===== config.mk =====
export PLATFORM = sky130hd
export DESIGN_NAME = pgs_div
export DESIGN_NICKNAME = d
export VERILOG_FILES = /design/src/rtl/projected_gauss_seidel_contact_solver_defines.svh /design/src/rtl/pgs_pkg.sv /design/src/rtl/pgs_div.sv
export SDC_FILE = /design/constraint.sdc
export NUM_CORES = 1
export LEC_CHECK = 0
export ABC_AREA = 0
export BUFFER_PORTS_ARGS = -buffer_cell sky130_fd_sc_hd__buf_4
export CAP_MARGIN = 10
export CELL_PAD_IN_SITES_DETAIL_PLACEMENT = 0
export CELL_PAD_IN_SITES_GLOBAL_PLACEMENT = 1
export CORE_AREA = 2 2 192 194
export CTS_CLUSTER_DIAMETER = 120
export CTS_CLUSTER_SIZE = 24
export DETAILED_ROUTE_END_ITERATION = 10
export DIE_AREA = 0 0 194 196
export PLACE_DENSITY = 0.87
export SLEW_MARGIN = 40
export SYNTH_ARGS = -nofsm -noshare
export SYNTH_HDL_FRONTEND = slang
export SYNTH_SLANG_ARGS = --single-unit

===== constraint.sdc =====
create_clock -name clk -period 7.7 [get_ports clk]
set_input_delay 0.385 -clock clk [delete_from_list [all_inputs] [get_ports clk]]
set_output_delay 0.385 -clock clk [all_outputs]
set_load 0.01 [all_outputs]

===== src/rtl/projected_gauss_seidel_contact_solver_defines.svh =====
// ----------------------------------------------------------------------------
// pgs assertion macros
// shared concurrent assertion forms for the contact solver rtl
// ----------------------------------------------------------------------------
`ifndef PROJECTED_GAUSS_SEIDEL_CONTACT_SOLVER_DEFINES_SVH
`define PROJECTED_GAUSS_SEIDEL_CONTACT_SOLVER_DEFINES_SVH

// same-cycle implication, clocked on clk, off during reset
`define PGS_ASSERT_SAME(label, ante, cons) \
    label: assert property (@(posedge clk) disable iff (!rst_n) (ante) |-> (cons)) \
        else $error("pgs assertion failed");

// next-cycle implication, clocked on clk, off during reset
`define PGS_ASSERT_NEXT(label, ante, cons) \
    label: assert property (@(posedge clk) disable iff (!rst_n) (ante) |=> (cons)) \
        else $error("pgs assertion failed");

`endif


===== src/rtl/pgs_pkg.sv =====
// ----------------------------------------------------------------------------
// pgs package
// shared constants, types and saturation helpers of the contact solver
// ----------------------------------------------------------------------------
package pgs_pkg;

    localparam int MAX_CONTACTS = 16;
    localparam int FRAC_BITS    = 16;
    localparam int VEC_LEN      = 2 * MAX_CONTACTS;
    localparam int DATA_W       = 32;
    localparam int WIDE_W       = 64;
    localparam int ROW_W        = $clog2(VEC_LEN);
    localparam int MU_AW        = $clog2(MAX_CONTACTS);
    localparam int MAT_AW       = 2 * ROW_W;
    localparam int CNT_W        = $clog2(MAX_CONTACTS + 1);
    localparam int LEN_W        = $clog2(VEC_LEN + 1);
    localparam int REQ_W        = 3;
    localparam int CFG_AW       = 2;

    // request codes
    localparam logic [REQ_W-1:0] REQ_LOAD_MAT = 3'd0;
    localparam logic [REQ_W-1:0] REQ_LOAD_RHS = 3'd1;
    localparam logic [REQ_W-1:0] REQ_LOAD_MU  = 3'd2;
    localparam logic [REQ_W-1:0] REQ_LOAD_LAM = 3'd3;
    localparam logic [REQ_W-1:0] REQ_SOLVE    = 3'd4;

    // configuration register indexes
    localparam logic [CFG_AW-1:0] CFG_CONTACTS   = 2'd0;
    localparam logic [CFG_AW-1:0] CFG_SWEEPS     = 2'd1;
    localparam logic [CFG_AW-1:0] CFG_COMPLIANCE = 2'd2;

    // divide request to the shared divider
    typedef struct packed {
        logic                     go;
        logic signed [WIDE_W-1:0] num;
        logic signed [WIDE_W-1:0] den;
    } div_req_t;

    // divider status back to the sequencer
    typedef struct packed {
        logic                     done;
        logic signed [DATA_W-1:0] quot;
    } div_rsp_t;

    function automatic logic signed [WIDE_W-1:0] sat64(input logic signed [WIDE_W:0] v);
        logic signed [WIDE_W-1:0] r;
        if (v[WIDE_W] != v[WIDE_W-1])
            r = v[WIDE_W] ? {1'b1, {(WIDE_W-1){1'b0}}} : {1'b0, {(WIDE_W-1){1'b1}}};
        else
            r = v[WIDE_W-1:0];
        return r;
    endfunction

    function automatic logic signed [DATA_W-1:0] sat32(input logic signed [WIDE_W-1:0] v);
        logic signed [DATA_W-1:0] r;
        if (v > WIDE_W'(signed'({1'b0, {(DATA_W-1){1'b1}}})))
            r = {1'b0, {(DATA_W-1){1'b1}}};
        else if (v < -WIDE_W'(signed'({1'b0, {(DATA_W-1){1'b1}}})) - WIDE_W'(1))
            r = {1'b1, {(DATA_W-1){1'b0}}};
        else
            r = v[DATA_W-1:0];
        return r;
    endfunction

endpackage


===== src/rtl/pgs_div.sv =====
// ----------------------------------------------------------------------------
// pgs divider
// restoring 64 by 64 signed divide, one quotient bit per cycle, saturated
// ----------------------------------------------------------------------------
module pgs_div (
    input  logic              clk,
    input  logic              rst_n,
    input  pgs_pkg::div_req_t req,
    output pgs_pkg::div_rsp_t rsp
);

    localparam int W   = pgs_pkg::WIDE_W;
    localparam int DW  = pgs_pkg::DATA_W;
    localparam int CW  = $clog2(W);

    logic          busy_reg, busy_next;
    logic [CW-1:0] cnt_reg, cnt_next;
    logic [W:0]    rem_reg, rem_next;
    logic [W-1:0]  quo_reg, quo_next;
    logic [W-1:0]  dmag_reg, dmag_next;
    logic          neg_reg, neg_next;
    logic          zero_reg, zero_next;
    logic          done_reg, done_next;
    logic signed [DW-1:0] quot_reg, quot_next;

    logic [W:0]   rem_sh;
    logic [W:0]   diff;

    assign rem_sh = {rem_reg[W-1:0], quo_reg[W-1]};
    assign diff   = rem_sh - {1'b0, dmag_reg};

    always_comb
    begin
        busy_next = busy_reg;
        cnt_next  = cnt_reg;
        rem_next  = rem_reg;
        quo_next  = quo_reg;
        dmag_next = dmag_reg;
        neg_next  = neg_reg;
        zero_next = zero_reg;
        done_next = 1'b0;
        quot_next = quot_reg;
        if (req.go)
        begin
            // magnitudes; the most negative value maps to 2^63 unsigned
            busy_next = 1'b1;
            cnt_next  = '0;
            rem_next  = '0;
            quo_next  = req.num[W-1] ? (W'(0) - req.num) : req.num;
            dmag_next = req.den[W-1] ? (W'(0) - req.den) : req.den;
            neg_next  = req.num[W-1] ^ req.den[W-1];
            zero_next = (req.den == '0);
        end
        else if (busy_reg)
        begin
            if (!diff[W])
            begin
                rem_next = diff;
                quo_next = {quo_reg[W-2:0], 1'b1};
            end
            else
            begin
                rem_next = rem_sh;
                quo_next = {quo_reg[W-2:0], 1'b0};
            end
            cnt_next = cnt_reg + CW'(1);
            if (cnt_reg == CW'(W - 1))
            begin
                busy_next = 1'b0;
                done_next = 1'b1;
                if (zero_reg)
                    quot_next = '0;
                else if (neg_reg)
                    quot_next = (quo_next >= (W'(1) << (DW - 1)))
                        ? {1'b1, {(DW-1){1'b0}}} : DW'(W'(0) - quo_next);
                else
                    quot_next = (quo_next > W'({1'b0, {(DW-1){1'b1}}}))
                        ? {1'b0, {(DW-1){1'b1}}} : quo_next[DW-1:0];
            end
        end
    end

    always_ff @(posedge clk or negedge rst_n)
    begin
        if (!rst_n)
        begin
            busy_reg <= 1'b0;
            cnt_reg  <= '0;
            done_reg <= 1'b0;
        end
        else
        begin
            busy_reg <= busy_next;
            cnt_reg  <= cnt_next;
            done_reg <= done_next;
        end
    end

    always_ff @(posedge clk)
    begin
        rem_reg  <= rem_next;
        quo_reg  <= quo_next;
        dmag_reg <= dmag_next;
        neg_reg  <= neg_next;
        zero_reg <= zero_next;
        quot_reg <= quot_next;
    end

    assign rsp.done = done_reg;
    assign rsp.quot = quot_reg;

endmodule


==> impl_metrics.toml <==
[outcome]
outcome = "finished, final reports clean"

[worst_hold_path]
hold_class = "primary input to register"
holdCritStartpoint = "req[0]"

[synth]
ys_seq_elements = 234
syn-cell-area_um2 = 16300
async_flop_share = 0.0342
ys.flop_type = "edfxtp_1"
synth_top_area_frac = 0.299
synth_sequential_area_ratio = 0.390
ys_top_cells_by_area = "edfxtp_1 (30%), dfxtp_1 (7.9%), xnor2_1 (5.9%), a21oi_1 (5.4%), ha_1 (5.2%)"
synth_cell_type_count = 71
synthCells = 1891
synth_nets = 2091
synth-edff-count = 162
yosysWarnings = 0
synth_area_per_cell_um2 = 8.61
yosys.area.top_type = "edfxtp_1"

[place]
post-dp-hpwl_um = 30500
port_buffers = 163
gp_congestion = 0.927

[timing]
slew_headroom = 0.446
finalSetupViolations = 0
drv_slew = 0
max_freq_mhz = 158
final.setup.tns_ps = 0
timing.hold.ws_ps = 114
hold_violations = 0
rsz0062_at_grt = "no"
post-route-period-util = 0.824
tightest_slew_ps = 820
min_period_ps = 6340
finalClockSkew_ps = 23.5

[global_routing]
grt_pass1_vias = 13600
grt.overflow.total = 0
grtUsageTotal = 0.216
grt_antenna_before_repair = 0
grt_pass1_wl_um = 68800
grt_max_degree = 97

[final_layout]
nets = 2164
area_growth_pct = 11.6
diodes = 0
drive_above_1_share = 0.114
final_util = 0.504
nFillCells = 3416

[worst_setup_path]
start_kind = "register"
crit_buf_inv = 2
crit_type = "register to register"
cp_common_cell = "or3_1"
crit_arrival_ps = 6680
crit_path_start = "dmag_reg[20]"
crit_chain = "inv_1, ha_1, nand4_1, or4_1, or3_1, o22a_1, a211oi_1, o31ai_1, xnor2_2, inv_2, ha_1, nand2b_1, or4_1, or3_1, nor3_1, nand2_1, or3_1, or3_1, nor2_1, and3_1, o21ai_0, a31oi_1"
path_max_fanout = 9
cp_slowest_cell = "or4_1"
slowest_delay_ps = 570
rrSetupSlack_ps = 1360
crit_family = "simple AND/OR/NAND/NOR gates"
crit_path_end_kind = "register"
r2r_start = "dmag_reg[20]"
cp.required_ps = 8040

[routing]
wl_per_cell_um = 17.4
ant_nets = 0
vias_per_cell = 5.83
drt-total-wl_um = 42400
drt-initial-drc-count = 1031
drc = 0
drt_pass1_iterations = 5
num_vias = 14200

[power]
p_int_uw = 1970
power.total_uw = 2740
ir_drop_mv = 0.166
seqPwrFrac = 0.550
leakage_uw = 0.00711
p_sw_uw = 767
comb_power_share = 0.180
p_per_area_nw_per_um2 = 151
power_frac_clock = 0.270
switching_share = 0.280

[clocking]
clock_latency_ps = 490
clkSinkCount = 234
cts_max_level = 1
tritoncts = "done"
ctsResizeCount = 0
cts_setup_buffers = 0
cts_root_buf = "clkbuf_16"
path_clk_slew_ps = 100
cts.path.max_buffers = 3
cts_made_buffers = 13

[floorplan]
start_util = 0.451
die_h_um = 196
die_w_um = 194
coreArea_um2 = 36100
rows = 70
die-area_um2 = 38000
ios = 164

[job]
cap_violations = 0
-- logic make-up after synthesis --
family,synth area share
xor gates and xnor gates,0.101
muxes,0.00254
and+or+nand+nor,0.174
DFF,0.390
buffers and inverters,0.0506
AOI/OAI and AO/OA,0.229
adders and majority gates,0.0535
-- worst register-to-register path, delay by kind of cell, from the launching register on --
| family | cells | cell delay (ps) |
|---|---|---|
| AO/OA/AOI/OAI | 5 | 1120 |
| XOR/XNOR | 1 | 200 |
| adder cells (fa/ha/maj) | 2 | 620 |
| buffers and inverters | 2 | 130 |
| flip-flops | 1 | 350 |
| AND/OR/NAND/NOR | 12 | 3750 |
-- metrics by stage --
stage / setup slack (ps) / cells / instance area (um^2)
4_1_cts: 1340 / 2437 / 18100
5_1_grt: 635 / 2438 / 18200
2_1_floorplan: 1430 / 1891 / 16300
6_report: 1360 / 2438 / 18200
3_5_place_dp: 1410 / 2415 / 17800
3_3_place_gp: 1550 / 2413 / 17700
-- metal layers --
metal / share of wire / routed length (um) / GRT usage
met5: 0 / 0 / 0
met4: 0.028 / 1200 / 0.0654
met3: 0.051 / 2160 / 0.0236
met2: 0.48 / 20200 / 0.374
met1: 0.44 / 18800 / 0.286
-- power groups by stage --
stage	logic, uW	clock network [uW]	registers, uW
global placement	474	0	1530
floorplan	332	0	1510
CTS	490	772	1510
finish	493	740	1500
global route	552	807	1520
detailed placement	485	0	1540
-- placed cells by master (no fill, tap or decap), drive strengths merged, types with 16 or more instances in the layout --
cell	n
a211oi	16
a21o	41
a21oi	177
a311oi	21
a31oi	31
buf	175
clkbuf	21
dfxtp	64
edfxtp	162
ha	68
inv	99
nand2	182
nand2b	23
nand3	19
nand4	32
nor2	185
nor3	24
nor4	18
o211ai	19
o21ai	140
o21bai	20
o31ai	53
o41ai	25
or3	31
or4	39
xnor2	110
xor2	77
-- cell type report --
class / instances / area [um^2] / area share
clock buffer: 20 / 352 / 0.0193
clock inverter: 1 / 8.76 / 0.000482
inverter: 99 / 372 / 0.0205
multi-input combinational: 1439 / 9150 / 0.503
sequential: 234 / 6350 / 0.349
tap: 468 / 586 / 0.0322
timing repair buffer: 177 / 1360 / 0.0749
-- final timing paths --
path	end	depth (start not counted)
max in group asynchronous	busy_reg	2
worst min-delay path	dmag_reg[0]	1
worst max-delay path	quot_reg[28]	22
worst max register to register	quot_reg[28]	22
worst min register to register	rem_reg[25]	2
min in group asynchronous	done_reg	2
-- cells in the mapped netlist, drive strengths merged, types with 20 or more instances --
| master | count |
|---|---|
| a21o | 41 |
| ha | 68 |
| a311oi | 21 |
| o41ai | 25 |
| xor2 | 77 |
| xnor2 | 110 |
| nor3 | 24 |
| o31ai | 53 |
| o21bai | 20 |
| a31oi | 31 |
| or4 | 39 |
| nand4 | 32 |
| a21oi | 177 |
| o21ai | 140 |
| dfxtp | 64 |
| or3 | 31 |
| edfxtp | 162 |
| clkbuf | 111 |
| nand2b | 23 |
| nand2 | 182 |
| inv | 98 |
| nor2 | 185 |
-- timing repair --
action / 4_1_cts / 5_1_grt
setup endpoints to repair: 0 / 0
hold endpoints to repair: 8 / 0
hold buffers: 1 / 0
(Power assumes the default switching activity.)
